`config.mk`:
```
export PLATFORM = sky130hd
export DESIGN_NAME = controller_response_deframer
export DESIGN_NICKNAME = d
export VERILOG_FILES = /design/src/design/crd_pkg.sv /design/src/design/crd_cfg.sv /design/src/design/crd_step.sv /design/src/design/controller_response_deframer.sv
export SDC_FILE = /design/constraint.sdc
export NUM_CORES = 1
export LEC_CHECK = 0
export ABC_AREA = 1
export BUFFER_PORTS_ARGS = -buffer_cell sky130_fd_sc_hd__buf_4
export CAP_MARGIN = 20
export CORE_MARGIN = 10
export CORE_UTILIZATION = 40
export CTS_CLUSTER_DIAMETER = 50
export DETAILED_ROUTE_END_ITERATION = 6
export PLACE_DENSITY = 0.61
export SYNTH_ARGS = -nofsm -noshare
export SYNTH_HDL_FRONTEND = slang
export SYNTH_HIERARCHICAL = 1
export SYNTH_SLANG_ARGS = --single-unit
export TNS_END_PERCENT = 50
```
`constraint.sdc`:
```
create_clock -name clk -period 2.8 [get_ports clk]
set_clock_uncertainty 0.2 [all_clocks]
set_input_delay 0.42 -clock clk [delete_from_list [all_inputs] [get_ports clk]]
set_output_delay 0.42 -clock clk [all_outputs]
set_load 0.02 [all_outputs]
```
`src/design/crd_pkg.sv`:
```
// ----------------------------------------------------------------------------
// crd_pkg
// Shared types, codes and helpers for the controller response deframer.
// ----------------------------------------------------------------------------
package crd_pkg;

  localparam int LINE_COUNT_BITS = 8;
  localparam int CHAR_W          = 8;
  localparam int REPLY_W         = 4;
  localparam int FAIL_W          = 3;
  localparam int LIMIT_W         = 3;
  localparam int OP_W            = 2;
  localparam int KIND_W          = 3;
  localparam int CFG_ADDR_W      = 3;
  localparam int CFG_DATA_W      = 32;

  localparam logic [LINE_COUNT_BITS-1:0] LINE_MAX      = {LINE_COUNT_BITS{1'b1}};
  localparam logic [FAIL_W-1:0]          FAIL_MAX      = {FAIL_W{1'b1}};
  localparam logic [LIMIT_W-1:0]         LIMIT_RESET   = LIMIT_W'(3);
  localparam logic [CHAR_W-1:0]          LF_CHAR       = 8'h0A;
  localparam logic [CHAR_W-1:0]          CR_CHAR       = 8'h0D;

  // register index of retry_limit
  localparam logic [CFG_ADDR_W-3:0]      REG_RETRY_LIMIT = '0;

  typedef enum logic [OP_W-1:0] {
    OP_START   = 2'd0,
    OP_CHAR    = 2'd1,
    OP_FAIL    = 2'd2,
    OP_CMD_ERR = 2'd3
  } crd_op_t;

  typedef enum logic [1:0] {
    PH_IDLE    = 2'd0,
    PH_HEADER  = 2'd1,
    PH_BODY    = 2'd2,
    PH_TRAILER = 2'd3
  } crd_phase_t;

  typedef enum logic [KIND_W-1:0] {
    KIND_BODY    = 3'd0,
    KIND_END     = 3'd1,
    KIND_DONE    = 3'd2,
    KIND_TIMEOUT = 3'd3,
    KIND_CMD_ERR = 3'd4
  } crd_kind_t;

  typedef struct packed {
    crd_phase_t                 phase;
    logic [LINE_COUNT_BITS-1:0] header_lines;
    logic [LINE_COUNT_BITS-1:0] trailer_lines;
    logic [FAIL_W-1:0]          failed_attempts;
    logic [REPLY_W-1:0]         replies_left;
  } crd_state_t;

  typedef struct packed {
    logic              valid;
    crd_kind_t         kind;
    logic [CHAR_W-1:0] ch;
    logic              last;
  } crd_result_t;

  function automatic logic [LINE_COUNT_BITS-1:0] line_inc(
    input logic [LINE_COUNT_BITS-1:0] v
  );
    line_inc = (v == LINE_MAX) ? v : v + 1'b1;
  endfunction

endpackage

```
`src/design/crd_cfg.sv`:
```
// ----------------------------------------------------------------------------
// crd_cfg
// APB-style register port holding the retry limit.
// ----------------------------------------------------------------------------
module crd_cfg
  import crd_pkg::*;
(
  input  logic                  clk,
  input  logic                  rst_n,
  input  logic                  psel,
  input  logic                  penable,
  input  logic                  pwrite,
  input  logic [CFG_ADDR_W-1:0] paddr,
  input  logic [CFG_DATA_W-1:0] pwdata,
  output logic [CFG_DATA_W-1:0] prdata,
  output logic                  pready,
  output logic [LIMIT_W-1:0]    retry_limit
);

  logic [LIMIT_W-1:0] retry_limit_r;
  logic [LIMIT_W-1:0] retry_limit_nxt;
  logic               hit_limit;
  logic               wr_en;

  assign hit_limit = (paddr[CFG_ADDR_W-1:2] == REG_RETRY_LIMIT);
  assign wr_en     = psel && penable && pwrite && pready;
  assign pready    = 1'b1;

  always_comb begin
    retry_limit_nxt = retry_limit_r;
    if (wr_en && hit_limit) begin
      retry_limit_nxt = pwdata[LIMIT_W-1:0];
    end
  end

  always_ff @(posedge clk) begin
    if (!rst_n) begin
      retry_limit_r <= LIMIT_RESET;
    end else begin
      retry_limit_r <= retry_limit_nxt;
    end
  end

  assign prdata      = hit_limit ? CFG_DATA_W'(retry_limit_r) : '0;
  assign retry_limit = retry_limit_r;

endmodule

```
`src/design/crd_step.sv`:
```
// ----------------------------------------------------------------------------
// crd_step
// Next-state and result logic for one request item of the deframer.
// ----------------------------------------------------------------------------
module crd_step
  import crd_pkg::*;
(
  input  crd_op_t              op,
  input  logic [CHAR_W-1:0]    ch,
  input  logic [REPLY_W-1:0]   reply_count,
  input  logic [LIMIT_W-1:0]   retry_limit,
  input  crd_state_t           cur,
  output crd_state_t           nxt,
  output crd_result_t          res
);

  logic                       eol;
  logic [FAIL_W-1:0]          fail_inc;
  logic [LINE_COUNT_BITS-1:0] trailer_inc;
  logic [REPLY_W-1:0]         replies_dec;

  assign eol         = (ch == LF_CHAR) || (ch == CR_CHAR);
  assign fail_inc    = (cur.failed_attempts == FAIL_MAX) ? cur.failed_attempts
                                                         : cur.failed_attempts + 1'b1;
  assign trailer_inc = line_inc(cur.trailer_lines);
  assign replies_dec = (cur.replies_left != '0) ? cur.replies_left - 1'b1
                                                : cur.replies_left;

  always_comb begin
    nxt       = cur;
    res.valid = 1'b0;
    res.kind  = KIND_BODY;
    res.ch    = '0;
    res.last  = 1'b0;

    if (op == OP_START) begin
      nxt.replies_left    = reply_count;
      nxt.header_lines    = '0;
      nxt.trailer_lines   = '0;
      nxt.failed_attempts = '0;
      if (reply_count == '0) begin
        nxt.phase = PH_IDLE;
        res.valid = 1'b1;
        res.kind  = KIND_DONE;
        res.last  = 1'b1;
      end else begin
        nxt.phase = PH_HEADER;
      end
    end else if (cur.phase != PH_IDLE) begin
      unique case (op)
        OP_CMD_ERR: begin
          nxt.phase = PH_IDLE;
          res.valid = 1'b1;
          res.kind  = KIND_CMD_ERR;
          res.last  = 1'b1;
        end
        OP_FAIL: begin
          nxt.failed_attempts = fail_inc;
          if (fail_inc >= retry_limit) begin
            nxt.phase = PH_IDLE;
            res.valid = 1'b1;
            res.kind  = KIND_TIMEOUT;
            res.last  = 1'b1;
          end
        end
        OP_CHAR: begin
          nxt.failed_attempts = FAIL_W'(1);
          unique case (cur.phase)
            PH_HEADER: begin
              if (eol) begin
                nxt.header_lines = line_inc(cur.header_lines);
              end else begin
                nxt.phase = PH_BODY;
                res.valid = 1'b1;
                res.kind  = KIND_BODY;
                res.ch    = ch;
              end
            end
            PH_BODY: begin
              if (eol) begin
                nxt.trailer_lines = trailer_inc;
                nxt.phase         = PH_TRAILER;
              end else begin
                res.valid = 1'b1;
                res.kind  = KIND_BODY;
                res.ch    = ch;
              end
            end
            PH_TRAILER: begin
              nxt.trailer_lines = trailer_inc;
              if (trailer_inc >= cur.header_lines) begin
                // reply complete: either next reply or end of request
                nxt.replies_left = replies_dec;
                res.valid        = 1'b1;
                if (replies_dec == '0) begin
                  nxt.phase = PH_IDLE;
                  res.kind  = KIND_DONE;
                  res.last  = 1'b1;
                end else begin
                  nxt.phase           = PH_HEADER;
                  nxt.header_lines    = '0;
                  nxt.trailer_lines   = '0;
                  nxt.failed_attempts = '0;
                  res.kind            = KIND_END;
                end
              end
            end
            default: begin
              nxt = cur;
            end
          endcase
        end
        default: begin
          nxt = cur;
        end
      endcase
    end
  end

endmodule

```
`src/design/controller_response_deframer.sv`:
```
// ----------------------------------------------------------------------------
// controller_response_deframer
// Splits a motor controller's reply stream into body characters,
// reply-end marks and request completion / timeout / error results.
// ----------------------------------------------------------------------------
// path: a request passes from the input register through the combinational
//   state update into the result register; out_valid rises only for a valid result
// throughput: one request per cycle while out_stall does not hold the result
//   register; the state update between the two registers is combinational
// reset: retry limit 3, phase idle, all counters zero, both registers empty
module controller_response_deframer
  import crd_pkg::*;
(
  input  logic                  clk,
  input  logic                  rst_n,
  input  logic                  in_valid,
  output logic                  in_stall,
  input  logic [OP_W-1:0]       in_op,
  input  logic [CHAR_W-1:0]     in_char,
  input  logic [REPLY_W-1:0]    in_reply_count,
  output logic                  out_valid,
  input  logic                  out_stall,
  output logic [KIND_W-1:0]     out_kind,
  output logic [CHAR_W-1:0]     out_char,
  output logic                  out_last,
  input  logic                  psel,
  input  logic                  penable,
  input  logic                  pwrite,
  input  logic [CFG_ADDR_W-1:0] paddr,
  input  logic [CFG_DATA_W-1:0] pwdata,
  output logic [CFG_DATA_W-1:0] prdata,
  output logic                  pready
);

  logic [LIMIT_W-1:0] retry_limit;

  logic               stage_valid_r;
  logic               stage_valid_nxt;
  crd_op_t            stage_op_r;
  logic [CHAR_W-1:0]  stage_char_r;
  logic [REPLY_W-1:0] stage_count_r;

  crd_state_t         state_r;
  crd_state_t         state_nxt;
  crd_state_t         step_state;
  crd_result_t        step_res;

  logic               out_valid_r;
  logic               out_valid_nxt;
  crd_kind_t          out_kind_r;
  logic [CHAR_W-1:0]  out_char_r;
  logic               out_last_r;

  logic               advance;
  logic               load_in;

  crd_cfg u_cfg (
    .clk         (clk),
    .rst_n       (rst_n),
    .psel        (psel),
    .penable     (penable),
    .pwrite      (pwrite),
    .paddr       (paddr),
    .pwdata      (pwdata),
    .prdata      (prdata),
    .pready      (pready),
    .retry_limit (retry_limit)
  );

  crd_step u_step (
    .op          (stage_op_r),
    .ch          (stage_char_r),
    .reply_count (stage_count_r),
    .retry_limit (retry_limit),
    .cur         (state_r),
    .nxt         (step_state),
    .res         (step_res)
  );

  // the input register moves on whenever the result register is free or drains
  assign advance  = !out_valid_r || !out_stall;
  assign in_stall = stage_valid_r && !advance;
  assign load_in  = in_valid && !in_stall;

  always_comb begin
    stage_valid_nxt = stage_valid_r;
    if (!in_stall) begin
      stage_valid_nxt = in_valid;
    end
    state_nxt     = state_r;
    out_valid_nxt = out_valid_r;
    if (advance) begin
      out_valid_nxt = stage_valid_r && step_res.valid;
      if (stage_valid_r) begin
        state_nxt = step_state;
      end
    end
  end

  always_ff @(posedge clk) begin
    if (!rst_n) begin
      stage_valid_r         <= 1'b0;
      out_valid_r           <= 1'b0;
      state_r.phase           <= PH_IDLE;
      state_r.header_lines    <= '0;
      state_r.trailer_lines   <= '0;
      state_r.failed_attempts <= '0;
      state_r.replies_left    <= '0;
    end else begin
      stage_valid_r <= stage_valid_nxt;
      out_valid_r   <= out_valid_nxt;
      state_r       <= state_nxt;
    end
  end

  always_ff @(posedge clk) begin
    if (load_in) begin
      stage_op_r    <= crd_op_t'(in_op);
      stage_char_r  <= in_char;
      stage_count_r <= in_reply_count;
    end
    if (advance && stage_valid_r) begin
      out_kind_r <= step_res.kind;
      out_char_r <= step_res.ch;
      out_last_r <= step_res.last;
    end
  end

  assign out_valid = out_valid_r;
  assign out_kind  = out_kind_r;
  assign out_char  = out_char_r;
  assign out_last  = out_last_r;

  // a final result always leaves the deframer idle
  a_last_goes_idle : assert property (@(posedge clk) disable iff (!rst_n)
    advance && stage_valid_r && step_res.valid && step_res.last
      |=> state_r.phase == PH_IDLE)
    else $error("final result did not return to idle");

  // only done, timeout and command error close a request
  a_last_kind : assert property (@(posedge clk) disable iff (!rst_n)
    out_valid && out_last |-> (out_kind_r == KIND_DONE) ||
      (out_kind_r == KIND_TIMEOUT) || (out_kind_r == KIND_CMD_ERR))
    else $error("last flag on a non-final result kind");

  // character field is zero except on body characters
  a_char_zero : assert property (@(posedge clk) disable iff (!rst_n)
    out_valid && (out_kind_r != KIND_BODY) |-> out_char == '0)
    else $error("non-body result carries a character");

  // the input side stalls only while a request is held waiting
  a_stall_held : assert property (@(posedge clk) disable iff (!rst_n)
    in_stall |-> stage_valid_r && out_valid_r)
    else $error("input stalled with nothing waiting");

endmodule
```
==> key figures <==
Critical path
  – Critical path class: flop to flop
  – Largest delay share family, worst path: simple AND/OR/NAND/NOR gates
  – Worst Path Max Fanout: 6
  – Crit start category: flop
  – R2r startpoint: state_r[7]$_SDFFE_PN0P_
  – Setup slack, reg-to-reg: -0.03 ns
  – CP cell instances: ha_4, nand2_4, nor2_4, nand2_4, o21ai_4, inv_2, ha_4, nand2_2, nor2_2, nor2_1, nand2_1, nand2_2, nand2_4, nand2_4, nand2_4, nand2_4, o21ai_1, inv_1, inv_1, nand3_1, nand2_1, nor2_1
  – FF-to-FF path depth: 22
  – Slowest stage delay, CP: 0.37 ns
  – CP Capture Type: flop
  – Buffers & Inverters on Critical Path: 3
  – WP data required: 2.81 ns
  – Highest-delay cell along the critical path: dfxtp_4
  – Cell repeated most along the worst path: nand2_4
  – FF-to-FF End: state_r[16]$_SDFFE_PN0P_
  – Data arrival, critical path: 2.84 ns

Worst hold path
  – HP Class: primary input to flop
  – Worst Hold Path Cells: 1
  – Hold Path End: stage_count_r[3]$_DFFE_PP_
  – HP Start: in_reply_count[3]

Layout
  – Commonest cells after routing, fill and taps aside: nand2_1 (134), inv_1 (119), buf_4 (79), nand3_1 (73), nor2_1 (65)
  – Footprint of the multi-input gates: 0.00270 mm²
  – Number of fill cells: 1085
  – Register area: 0.00139 mm²
  – Final Cell Area: 0.00555 mm²
  – Area growth syn-to-layout: 21.6%
  – Layout cells sized above 1: 0.214
  – Post-layout net count: 839
  – Diodes inserted: 0
  – Commonest non-fill, non-tap cell in the layout: nand2_1

Clocking
  – Worst-path clk slew: 0.08 ns
  – CTS tree: yes
  – Num CTS Buffers: 5
  – H-tree depth: 2
  – Sink Count: 56
  – Hold-fix buffers, CTS: 0
  – Root Driver: clkbuf_16
  – Max Root-Sink Buffers: 2
  – Worst-Skew Late Latency: 0.31 ns

Synthesis
  – Sequential-to-total area share from yosys stat: 0.303
  – Mapped cell area: 0.00456 mm²
  – Flops & latches, synth: 56
  – Yosys top cell by area: edfxtp_1
  – Fraction of registers with async set/reset: 0
  – Post-synth EDFFs: 26
  – Netlist cell types: 37
  – Cells after Synth: 691
  – Yosys top cell area share: 0.171
  – Area contributors post-synth: edfxtp_1 (17%), dfxtp_1 (13%), nand2_1 (12%)
  – Mean Syn Cell Area: 6.60 µm²
  – YS warnings: 6
  – Primary FF master, synth: dfxtp_1

Floorplan
  – Ports: 103
  – Core ar.: 0.0110 mm²
  – Die width: 127 µm
  – DIE HEIGHT: 127 µm
  – Starting density of the core: 0.415
  – Die footprint: 0.0161 mm²
  – Site Rows: 38

Run
  – Max_cap viols: 0

Power
  – Leakage: 0.00273 µW
  – Combinational Power Share: 0.298
  – Int Pwr: 1510 µW
  – Power share of the clock group: 0.292
  – Sw Share: 0.341
  – Design Power: 2290 µW
  – Sequential share of power: 0.410
  – Peak supply drop: 281 µV
  – Pwr per Cell Area: 413 mW/mm²
  – Net Sw Power: 781 µW

Placement
  – IO Port Bufs: 41
  – Worst slack, placed: -0.222 ns
  – Hpwl dp: 8210 µm
  – GPL Wtd Cong: 0.846
  – Area after DPL: 0.00502 mm²

STA
  – Max-slew headroom: 0.327
  – RSZ-0062 raised after global routing: true
  – Final Critical Period: 2.83 ns
  – Final period util: 1.01
  – Worst-Margin Slew: 1.01 ns
  – Setup ws final: -0.0345 ns
  – Final Max Slew Viols: 0
  – Setup violators final: 7
  – Hold WS: 0.0890 ns
  – Fin. Hold Viols: 0
  – Fmax: 353 MHz

Route
  – Number of DRC markers in iteration 0: 264
  – Via/cell ratio: 4.89
  – Routed length per instance: 13.1 µm
  – # DRC: 0
  – Total number of vias: 4409
  – DR pass1 iterations: 5
  – Total Routed Length: 11800 µm
  – Antenna Nets Post-Route: 0

Global routing
  – Initial antenna violation count: 0
  – First-pass GRT wire length: 19500 µm
  – Grt total ovfl: 0
  – GRT Total Usage: 0.141
  – Largest net degree at the start of global routing: 53
  – Vias in the first global route: 4282

Outcome
  – Status: complete, but fails checks
  – Failing checks: setup timing
## registers in the layout, summed over array words and instances (netlist names)
name / count
out_last: 1
state_r: 25
stage_count_r: 4
stage_op_r: 2
out_valid: 1
stage_valid_r: 1
out_char: 8
stage_char_r: 8
out_kind: 3
u_cfg/retry_limit: 3
## Yosys cell counts (all sizes together), types with 4 or more instances
cell and n:
dfxtp 30, nand2 156, nor2 75, ha 23, buf 49, xor2 4, edfxtp 26, nand3 77
nor3 13, nand4 5, inv 122, o21ai 32, a21oi 60
## per-layer routing
metal	track usage	up-vias	routed length, µm
li1	-	2263	-
met1	0.173	2035	5380
met2	0.237	97	5690
met3	0.0333	14	627
met4	0.0462	0	129
met5	0	-	0
## area by class of cell
type	count	share of cell area
Clock buffer	5	0.0225
Clock inverter	3	0.00451
Inverter	123	0.0836
Multi-Input combinational cell	489	0.486
Sequential cell	56	0.251
Tap cell	140	0.0316
Timing Repair Buffer	85	0.121
## kinds of logic (layout without fill, tap and decap cells)
| group | after synthesis | after routing | share of synthesized area |
|---|---|---|---|
| AND/OR/NAND/NOR | 332 | 333 | 0.322 |
| buffers and inverters | 175 | 216 | 0.184 |
| AO/OA/AOI/OAI | 96 | 96 | 0.112 |
| flip-flops | 56 | 56 | 0.303 |
| adder cells (fa/ha/maj) | 23 | 23 | 0.0631 |
| XOR/XNOR | 6 | 6 | 0.0115 |
| other | 2 | 30 | 0.00165 |
| multiplexers | 1 | 1 | 0.00247 |
## worst max-delay path by stage
stage,start,end,slack [ns],cells past startpoint
after floorplan,state_r[7]$_SDFFE_PN0P_,state_r[17]$_SDFFE_PN0P_,0.02,23
after global placement,state_r[7]$_SDFFE_PN0P_,state_r[18]$_SDFFE_PN0P_,-0.1,19
after detailed placement,state_r[7]$_SDFFE_PN0P_,state_r[22]$_SDFFE_PN0P_,-0.22,22
after CTS,state_r[8]$_SDFFE_PN0P_,state_r[2]$_SDFFE_PN0P_,-0.06,22
after global routing,state_r[7]$_SDFFE_PN0P_,state_r[1]$_SDFFE_PN0P_,-0.21,19
final,state_r[7]$_SDFFE_PN0P_,state_r[16]$_SDFFE_PN0P_,-0.03,22
## power groups by stage
stage	registers (µW)	logic, µW	clock network [µW]
2_1_floorplan	958	426	0
3_3_place_gp	954	557	0
3_5_place_dp	955	573	0
4_1_cts	939	622	685
5_1_grt	946	764	722
6_report	939	682	669
## through the flow
stage | cells | setup TNS (ns) | util
floorplan | 719 | 0 | -
global placement | 879 | -1.08 | 0.457
detailed placement | 879 | -4.06 | 0.457
CTS | 897 | -0.477 | 0.489
global route | 901 | -3.58 | 0.505
finish | 901 | -0.111 | 0.505
## worst reg2reg max path, cell delays in order (launching register included)
cell and delay, ns:
dfxtp_4 0.37, ha_4 0.15, nand2_4 0.06, nor2_4 0.12, nand2_4 0.11, o21ai_4 0.16, inv_2 0.07, ha_4 0.27
nand2_2 0.04, nor2_2 0.09, nor2_1 0.05, nand2_1 0.09, nand2_2 0.08, nand2_4 0.12, nand2_4 0.10, nand2_4 0.11
nand2_4 0.07, o21ai_1 0.12, inv_1 0.05, inv_1 0.04, nand3_1 0.07, nand2_1 0.11, nor2_1 0.04
## repair_timing
item | in CTS | in global routing
pin swaps | 26 | 33
setup endpoints to repair | 25 | 27
buffers inserted | 9 | 5
resized for setup | 32 | 35
cloned | 1 | 0
No activity file was read; power rests on OpenSTA's default activity.
